## config.mk

```make
export PLATFORM = sky130hd
export DESIGN_NAME = ascii_reading_frame_checker_unit
export DESIGN_NICKNAME = d
export VERILOG_FILES = /design/src/hw/rtl/arfc_pkg.sv /design/src/hw/rtl/arfc_eval.sv /design/src/hw/rtl/ascii_reading_frame_checker_unit.sv
export SDC_FILE = /design/constraint.sdc
export NUM_CORES = 1
export LEC_CHECK = 0
export ABC_CLOCK_PERIOD_IN_PS = 7400
export BUFFER_PORTS_ARGS = -buffer_cell sky130_fd_sc_hd__buf_4
export CORE_ASPECT_RATIO = 0.9
export CORE_UTILIZATION = 30
export DETAILED_ROUTE_END_ITERATION = 12
export GPL_TIMING_DRIVEN = 0
export PLACE_DENSITY = 0.45
export SLEW_MARGIN = 20
export SYNTH_ARGS = -nofsm -noshare
export SYNTH_HDL_FRONTEND = slang
export SYNTH_HIERARCHICAL = 1
export SYNTH_SLANG_ARGS = --single-unit
```

## constraint.sdc

```tcl
create_clock -name clk -period 7.4 [get_ports clk]
set_input_delay 0.37 -clock clk [delete_from_list [all_inputs] [get_ports clk]]
set_output_delay 0.37 -clock clk [all_outputs]
set_load 0.05 [all_outputs]
```

## src/hw/rtl/arfc_pkg.sv

```systemverilog
// ---------------------------------------------------------------------------
// arfc_pkg
// shared constants, status codes and the closed-frame record
// ---------------------------------------------------------------------------
`default_nettype none

package arfc_pkg;

  localparam int BYTE_W    = 8;
  localparam int COUNT_W   = 4;
  localparam int STATUS_W  = 2;
  localparam int READING_W = 19;
  localparam int NUM_KEPT  = 4;

  localparam logic [BYTE_W-1:0]  ASCII_ZERO = 8'd48;
  localparam logic [COUNT_W-1:0] FRAME_LEN  = 4'd8;
  localparam logic [COUNT_W-1:0] SUM_LEN    = 4'd7;
  localparam logic [COUNT_W-1:0] COUNT_MAX  = 4'd9;

  // byte positions inside a frame
  localparam logic [COUNT_W-1:0] POS_THOUSANDS = 4'd2;
  localparam logic [COUNT_W-1:0] POS_HUNDREDS  = 4'd3;
  localparam logic [COUNT_W-1:0] POS_TENS      = 4'd4;
  localparam logic [COUNT_W-1:0] POS_UNITS     = 4'd6;
  localparam logic [COUNT_W-1:0] POS_CHECK     = 4'd7;

  localparam logic [STATUS_W-1:0] STATUS_OK      = 2'd0;
  localparam logic [STATUS_W-1:0] STATUS_LEN_ERR = 2'd1;
  localparam logic [STATUS_W-1:0] STATUS_SUM_ERR = 2'd2;

  typedef struct packed {
    logic [COUNT_W-1:0]                count;
    logic [BYTE_W-1:0]                 sum;
    logic [NUM_KEPT-1:0][BYTE_W-1:0]   digits;
    logic [BYTE_W-1:0]                 check;
  } frame_t;

endpackage

`default_nettype wire

```

## src/hw/rtl/arfc_eval.sv

```systemverilog
// ---------------------------------------------------------------------------
// arfc_eval
// frame check and ascii digit to tenths conversion for one closed frame
// ---------------------------------------------------------------------------
`default_nettype none

module arfc_eval
  import arfc_pkg::*;
(
  input  wire frame_t                      frame,
  output logic [STATUS_W-1:0]              status,
  output logic signed [READING_W-1:0]      reading
);

  localparam int DIG_W  = BYTE_W + 1;
  localparam int PROD_W = READING_W + 1;

  logic signed [DIG_W-1:0]  dig [NUM_KEPT];
  logic signed [PROD_W-1:0] term [NUM_KEPT];
  logic signed [PROD_W-1:0] total;

  always_comb begin
    for (int i = 0; i < NUM_KEPT; i++) begin
      dig[i] = $signed({1'b0, frame.digits[i]}) - $signed({1'b0, ASCII_ZERO});
    end
    term[0] = PROD_W'(dig[0]) * PROD_W'(1000);
    term[1] = PROD_W'(dig[1]) * PROD_W'(100);
    term[2] = PROD_W'(dig[2]) * PROD_W'(10);
    term[3] = PROD_W'(dig[3]);
    total   = term[0] + term[1] + term[2] + term[3];
  end

  always_comb begin
    if (frame.count != FRAME_LEN) begin
      status  = STATUS_LEN_ERR;
      reading = '0;
    end else if (frame.check != frame.sum) begin
      status  = STATUS_SUM_ERR;
      reading = '0;
    end else begin
      status  = STATUS_OK;
      reading = total[READING_W-1:0];
    end
  end

endmodule

`default_nettype wire

```

## src/hw/rtl/ascii_reading_frame_checker_unit.sv

```systemverilog
// a closing item is registered in the closed frame stage, then its status and reading in the result register
// throughput: one item per cycle while s_axis_tready is high, taken by the byte accumulator
// a result waiting on m_axis_tready stalls input only once the frame stage is full
// reset: synchronous, active high; clears the byte count, running sum and valid flags
// ---------------------------------------------------------------------------
// ascii_reading_frame_checker_unit
// counts the bytes of one sensor burst, sums the first seven, keeps the digit
// and check bytes and reports status and reading in tenths when the burst closes
// ---------------------------------------------------------------------------
`default_nettype none

module ascii_reading_frame_checker_unit
  import arfc_pkg::*;
(
  input  wire         clk,
  input  wire         rst,
  input  wire         s_axis_tvalid,
  output logic        s_axis_tready,
  input  wire  [7:0]  s_axis_tdata,   // rx_byte
  input  wire         s_axis_tuser,   // has_byte
  input  wire         s_axis_tlast,   // burst_end
  output logic        m_axis_tvalid,
  input  wire         m_axis_tready,
  output logic [23:0] m_axis_tdata,   // reading_tenths[18:0], zero fill
  output logic [1:0]  m_axis_tuser    // status
);

  logic [COUNT_W-1:0]              count, count_next;
  logic [BYTE_W-1:0]               sum, sum_next;
  logic [NUM_KEPT-1:0][BYTE_W-1:0] digits, digits_next;
  logic [BYTE_W-1:0]               check, check_next;

  frame_t                   frame;
  logic                     frame_valid;
  logic                     advance;
  logic                     in_fire;
  logic [STATUS_W-1:0]      eval_status;
  logic signed [READING_W-1:0] eval_reading;
  logic [STATUS_W-1:0]      out_status;
  logic signed [READING_W-1:0] out_reading;

  assign advance       = frame_valid && (!m_axis_tvalid || m_axis_tready);
  assign s_axis_tready = !frame_valid || advance;
  assign in_fire       = s_axis_tvalid && s_axis_tready;

  always_comb begin
    count_next  = count;
    sum_next    = sum;
    digits_next = digits;
    check_next  = check;
    if (s_axis_tuser) begin
      if (count < SUM_LEN) begin
        sum_next = sum + s_axis_tdata;
      end
      unique case (count)
        POS_THOUSANDS: digits_next[0] = s_axis_tdata;
        POS_HUNDREDS:  digits_next[1] = s_axis_tdata;
        POS_TENS:      digits_next[2] = s_axis_tdata;
        POS_UNITS:     digits_next[3] = s_axis_tdata;
        POS_CHECK:     check_next     = s_axis_tdata;
        default:       ;
      endcase
      if (count < COUNT_MAX) begin
        count_next = count + 1'b1;
      end
    end
  end

  always_ff @(posedge clk) begin
    if (rst) begin
      count <= '0;
      sum   <= '0;
    end else if (in_fire) begin
      if (s_axis_tlast) begin
        count <= '0;
        sum   <= '0;
      end else begin
        count <= count_next;
        sum   <= sum_next;
      end
    end
  end

  always_ff @(posedge clk) begin
    if (in_fire) begin
      digits <= digits_next;
      check  <= check_next;
    end
  end

  // closed frame stage
  always_ff @(posedge clk) begin
    if (rst) begin
      frame_valid <= 1'b0;
    end else if (in_fire && s_axis_tlast) begin
      frame_valid <= 1'b1;
    end else if (advance) begin
      frame_valid <= 1'b0;
    end
  end

  always_ff @(posedge clk) begin
    if (in_fire && s_axis_tlast) begin
      frame.count  <= count_next;
      frame.sum    <= sum_next;
      frame.digits <= digits_next;
      frame.check  <= check_next;
    end
  end

  arfc_eval u_eval (
    .frame   (frame),
    .status  (eval_status),
    .reading (eval_reading)
  );

  // result register
  always_ff @(posedge clk) begin
    if (rst) begin
      m_axis_tvalid <= 1'b0;
    end else if (advance) begin
      m_axis_tvalid <= 1'b1;
    end else if (m_axis_tready) begin
      m_axis_tvalid <= 1'b0;
    end
  end

  always_ff @(posedge clk) begin
    if (advance) begin
      out_status  <= eval_status;
      out_reading <= eval_reading;
    end
  end

  assign m_axis_tdata = {5'b0, out_reading};
  assign m_axis_tuser = out_status;

endmodule

`default_nettype wire

```

==> Word-level counts from Yosys, hierarchy flattened <==
Cells that the tools add are included.
{ "op_classes": {"multipliers": 3, "n_addsub": 9, "reduce_logical": 10, "eq_ne": 7, "n_mux": 18, "order_cmp": 2} }
{ "ops": {"columns": ["operator", "n"], "rows": [
  ["$mux W8", 9],
  ["$add A19 B19 Y19", 2],
  ["$sub A8 B6 Y9 const B", 4],
  ["$mux W32", 1],
  ["$add A19 B9 Y19", 1],
  ["$mul A9 B8 Y16 const B", 1],
  ["$mul A9 B6 Y15 const B", 1],
  ["$mul A9 B4 Y13 const B", 1],
  ["$eq A4 B3 Y1 const B", 3],
  ["$mux W4", 3],
  ["$add A8 B8 Y8", 1],
  ["$eq A4 B2 Y1 const B", 2],
  ["$ne A8 B8 Y1", 1],
  ["$add A4 B1 Y4 const B", 1],
  ["$lt A4 B3 Y1 const B", 1],
  ["$lt A4 B4 Y1 const B", 1],
  ["$mux W1", 4],
  ["$ne A4 B4 Y1 const B", 1],
  ["$reduce_bool A2 Y1", 2],
  ["$logic_and A1 B1 Y1", 3],
  ["$logic_not A1 Y1", 2],
  ["$logic_or A1 B1 Y1", 2],
  ["$mux W2", 1],
  ["$reduce_or A2 Y1", 1]
]} }
{ "word_totals": {"out_inout_bits": 28, "input_bits": 14, "reg_bits": 127, "elab_cells": 67} }

==> Depth between registers and ports, before layout <==
{ "logic_depth": {"depth_word": 7, "ltp_mapped": 27, "mapped_depth_nobuf": 26} }

==> Cells and area by module <==
The synthesis kept the hierarchy.
{ "by_module_without_submodules": {"columns": ["mod", "seq_area_each_um2", "n_inst", "area_each_um2", "cells_each"], "rows": [
  ["ascii_reading_frame_checker_unit", 3673.5, 1, 5039.8, 303],
  ["arfc_eval", 0.0, 1, 4755.8, 558]
]} }

==> Worst setup path after synthesis <==
No wires, ideal clock.
{ "synth_path": {"path_kind": "register -> register", "start": "register frame[13] (netlist name)", "end": "register out_reading[18], data pin", "stages_incl_launch_ff": 24, "arrival_ps": 6308, "period_less_slack_ps": 6454, "path_slack_ps": 946, "n_path_buf": 1, "required_time_ps": 7254, "setup_time_ps": 146, "path_cell_list": "edfxtp_1 ha_1 nor3_1 ha_1 xor2_1 fa_1 fa_1 inv_1 fa_1 inv_1 ha_1 or2_2 o31ai_1 xor2_1 fa_1 inv_1 ha_1 clkbuf_1 a21oi_1 o21ai_0 a31oi_1 nand3_1 a21o_1 a21oi_1"} }
{ "synth_between": {"elab_chain_cells": 5} }
{ "synth_lines": {"columns": ["element", "line", "text"], "rows": [
  ["$sub A8 B6 Y9", "arfc_eval.sv:24", "dig[i] = $signed({1'b0, frame.digits[i]}) - $signed({1'b0, ASCII_ZERO});"],
  ["$mul A9 B8 Y16", "arfc_eval.sv:26", "term[0] = PROD_W'(dig[0]) * PROD_W'(1000);"],
  ["$add A19 B19 Y19 (2 in a row)", "arfc_eval.sv:30", "total = term[0] + term[1] + term[2] + term[3];"],
  ["$add A19 B9 Y19", "arfc_eval.sv:30", null],
  ["end signal: assignment", "ascii_reading_frame_checker_unit.sv:131", "out_reading <= eval_reading;"],
  ["end: declaration", "ascii_reading_frame_checker_unit.sv:40", "logic signed [READING_W-1:0] out_reading;"]
]} }
Every way passes these cells.
A chain may end at the register's enable or synchronous reset.

==> Worst setup path in the final report <==
{ "layout_path": {"start": "register frame[13] (netlist name)", "end": "register out_reading[18], data pin"} }
{ "layout_between": {"elab_chain_cells": 5} }
{ "layout_lines": {"columns": ["element", "line"], "rows": [
  ["$sub A8 B6 Y9", "arfc_eval.sv:24"],
  ["$mul A9 B8 Y16", "arfc_eval.sv:26"],
  ["$add A19 B19 Y19 (2 in a row)", "arfc_eval.sv:30"],
  ["$add A19 B9 Y19", "arfc_eval.sv:30"]
]} }
Every way passes these cells.

==> reports/qor.csv <==
stage;metric;value;unit
run_status;status;finished, violations left;
run_status;failing checks;DRC;
synthesis;most frequent cell after synthesis;inv_1;
detailed_routing;Detail Route Antenna Nets;0;
final_layout;Area growth, synth to finish;15.39;%
setup_path;Crit path largest cell delay;0.54;ns
global_route;initial antenna violation count;0;
floorplanning;Die Width;192.5;um
synthesis;Post-Syn Area;9796;um2
setup_path;critical path arrival;7.10;ns
global_route;gr usage total;0.1264;
synthesis;YS warnings;6;
setup_path;FF-to-FF setup slack;0.58;ns
floorplanning;die area;33380;um2
global_route;met1 Resource Use GR;0.1903;
power_and_ir_drop;worst ir drop on vdd;0.2415;mV
sta;setup ws final;0.5753;ns
global_route;met3 Use GR;0.02551;
synthesis;Seq cells post-synth;127;
clock_tree;Clock Sinks;127;
final_layout;area of the multi-input gates;5549;um2
clock_tree;hold buffer count at cts;0;
sta;Achievable Freq;146.5;MHz
global_route;global-route wire length before repair;32.25;mm
final_layout;# diodes;0;
floorplanning;initial core utilization;0.3057;
final_layout;Fill cells;3211;
sta;Least-Margin Pin Slew;0.9711;ns
clock_tree;Root Driver;clkbuf_16;
synthesis;post-synthesis cell count;861;
placed_design;IO Port Bufs;34;
detailed_routing;wire length per cell;14.76;um
clock_tree;Worst-Skew Late Latency;0.42;ns
synthesis;cell types occupying the most area after synthesis;edfxtp_1 (35%), ha_1 (14%), fa_1 (13%);
placed_design;RD Place Congestion;0.7732;
global_route;gr ovfl total;0;
setup_path;Top delay family on crit path;adder cells;
sta;Slew HR;0.3491;
setup_path;WP buf/inv;5;
floorplanning;Core Rows;62;
setup_path;Reg-to-Reg Start;frame[13];
final_layout;fraction of layout cells with a size suffix above 1;0.1542;
sta;Hold Fails Final Rpt;0;
sta;worst clock skew;0.009380;ns
synthesis;post-synthesis mux area share;0.05262;
global_route;GR Util met2;0.1842;
setup_path;Critical Path Fanout Max;8;
clock_tree;clk buf depth;2;
setup_path;Data required, critical path;7.68;ns
setup_path;worst setup path start;frame[13];
detailed_routing;Residual DRC;9;
synthesis;ys async rst share;0;
setup_path;Crit. End Element;flip-flop;
synthesis;commonest cells in the netlist;inv_1 (139), edfxtp_1 (113), ha_1 (113);
detailed_routing;DRT iter0 DRCs;321;
synthesis;ys flop type;edfxtp_1;
setup_path;CP Capture Point;out_reading[18];
final_layout;Reg area;3674;um2
placed_design;DP HPWL;15.82;mm
global_route;number of global-route vias before repair;5998;
clock_tree;CTS tree;done;
sta;RSZ-0062 raised after global routing;false;
worst_hold_path;class of the worst hold path;in -> reg;
sta;Tcrit/Tclk final;0.9223;
setup_path;number of cells on the critical path;25;
sta;Final min period;6.825;ns
clock_tree;clk slew on worst S/H paths;0.06;ns
flow_run;MaxCap Viol Count;0;
detailed_routing;Post-Route WL;19.93;mm
setup_path;R2R Path End;out_reading[18];
floorplanning;Vert. Die Dim;173.4;um
setup_path;Reg2Reg Depth;25;
setup_path;CP Class;reg -> reg;
power_and_ir_drop;Power Density;405.3;nW/um2
floorplanning;core area;32040;um2
synthesis;number of synthesized flops with an enable pin;113;
sta;max-slew violation count;0;
setup_path;Worst Setup Start Kind;flip-flop;
global_route;gr busiest metal;met1;
setup_path;CP max-delay cell;fa_1;
synthesis;adder-cell share of the synthesized area;0.2792;
detailed_routing;Via density;4.480;
power_and_ir_drop;total power;4582;uW
floorplanning;Top Ports;42;
placed_design;Setup WS pre-CTS;0.4031;ns
synthesis;Seq/Total Area, Yosys;0.3750;
global_route;pin count of the biggest net entering global routing;49;
synthesis;synth unique cells;65;
clock_tree;CTS Buf Count;17;
final_layout;Nets;1114;
synthesis;largest family of logic cells by synthesized area;adder cells;
power_and_ir_drop;Leak;0.004916;uW
synthesis;Simple-Gate Fraction of Synth Area;0.08175;
synthesis;Yosys top cell area share;0.3464;
synthesis;area fraction in compound gates after synthesis;0.08801;
sta;setup TNS;0;ns
detailed_routing;via count;6048;
clock_tree;H-tree depth;4;
synthesis;xor/xnor share of the synthesized area;0.05901;
synthesis;syn avg cell area;11.38;um2
synthesis;cell taking the most area after synthesis;edfxtp_1;
sta;setup violators final;0;
detailed_routing;drt first pass iters;8;
==> how the worst min path moves through the flow <==
stage                             start          end  slack (ns)  depth (start not counted)
final                      s_axis_tlast       sum[7]        0.22                          2
after global routing      s_axis_tvalid  frame_valid        0.22                          3
after CTS                  s_axis_tlast       sum[7]        0.20                          2
after detailed placement       count[0]     count[0]        0.47                          2
after global placement         count[0]     count[0]        0.47                          2
after floorplan                  sum[2]       sum[2]        0.45                          2
==> repair_timing <==
action / 4_1_cts / 5_1_grt
setup endpoints to repair: 0 / 1
hold endpoints to repair: 0 / 0
gates resized for setup: 0 / 2
buffers inserted: 0 / 0
==> sequential cells by signal, summed over array words and instances (netlist names) <==
| register | cells |
|---|---|
| check | 8 |
| count | 4 |
| digits | 32 |
| frame | 52 |
| frame_valid | 1 |
| m_axis_tuser | 2 |
| m_axis_tvalid | 1 |
| out_reading | 19 |
| sum | 8 |
==> power by group <==
part | internal [uW] | switching, uW | leakage [uW]
clock network | 534 | 336 | 0.000292
logic | 1210 | 1680 | 0.00342
registers | 815 | 16.4 | 0.00120
==> per-layer routing <==
metal / up-vias / share of wire
li1: 3097 / -
met5: - / 0
met3: 13 / 0.021
met2: 51 / 0.43
met1: 2887 / 0.54
met4: 0 / 0.0080
==> placed cells by master (no fill, tap or decap), types with 5 or more instances in the layout <==
cell       count
nand3_1        9
ha_1         113
fa_1          66
a21o_1        14
conb_1         6
nor3_1        11
or3_1          6
a31oi_1        5
nand4_1        7
nand2b_1       6
nand3b_1       6
mux2_2        44
clkbuf_1       5
edfxtp_1     113
nor2b_1        5
dfxtp_1       14
inv_1        138
buf_4         39
o21ai_0       19
nor2_1        45
xnor2_1       42
o211ai_1       7
a21oi_1       40
o31ai_1        5
nand2_1       36
xor2_1        23
clkbuf_16     17
==> cells by family after synthesis <==
kind of cell,after synthesis
AOI/OAI and AO/OA,130
xor gates and xnor gates,66
adders and majority gates,179
buffers and inverters,155
DFF,127
muxes,46
other,2
and+or+nand+nor,156
==> layout make-up <==
class / count / share of cell area
Clock buffer: 17 / 0.03764
Multi-Input combinational cell: 583 / 0.4909
Buffer: 16 / 0.008966
Tap cell: 416 / 0.04605
Inverter: 139 / 0.04616
Clock inverter: 15 / 0.01605
Timing Repair Buffer: 37 / 0.02922
Sequential cell: 127 / 0.3250
==> through the flow <==
step | std cells | util | hold WS [ns] | instance area (um2)
3_5_place_dp | 1318 | 0.3334 | 0.4737 | 10680
6_report | 1350 | 0.3528 | 0.2173 | 11300
4_1_cts | 1350 | 0.3524 | 0.2041 | 11290
3_3_place_gp | 1315 | 0.3304 | 0.4669 | 10590
5_1_grt | 1350 | 0.3528 | 0.2166 | 11300
2_1_floorplan | 865 | - | 0.4490 | 9811
Note: power is estimated with default switching activity, not from simulation.
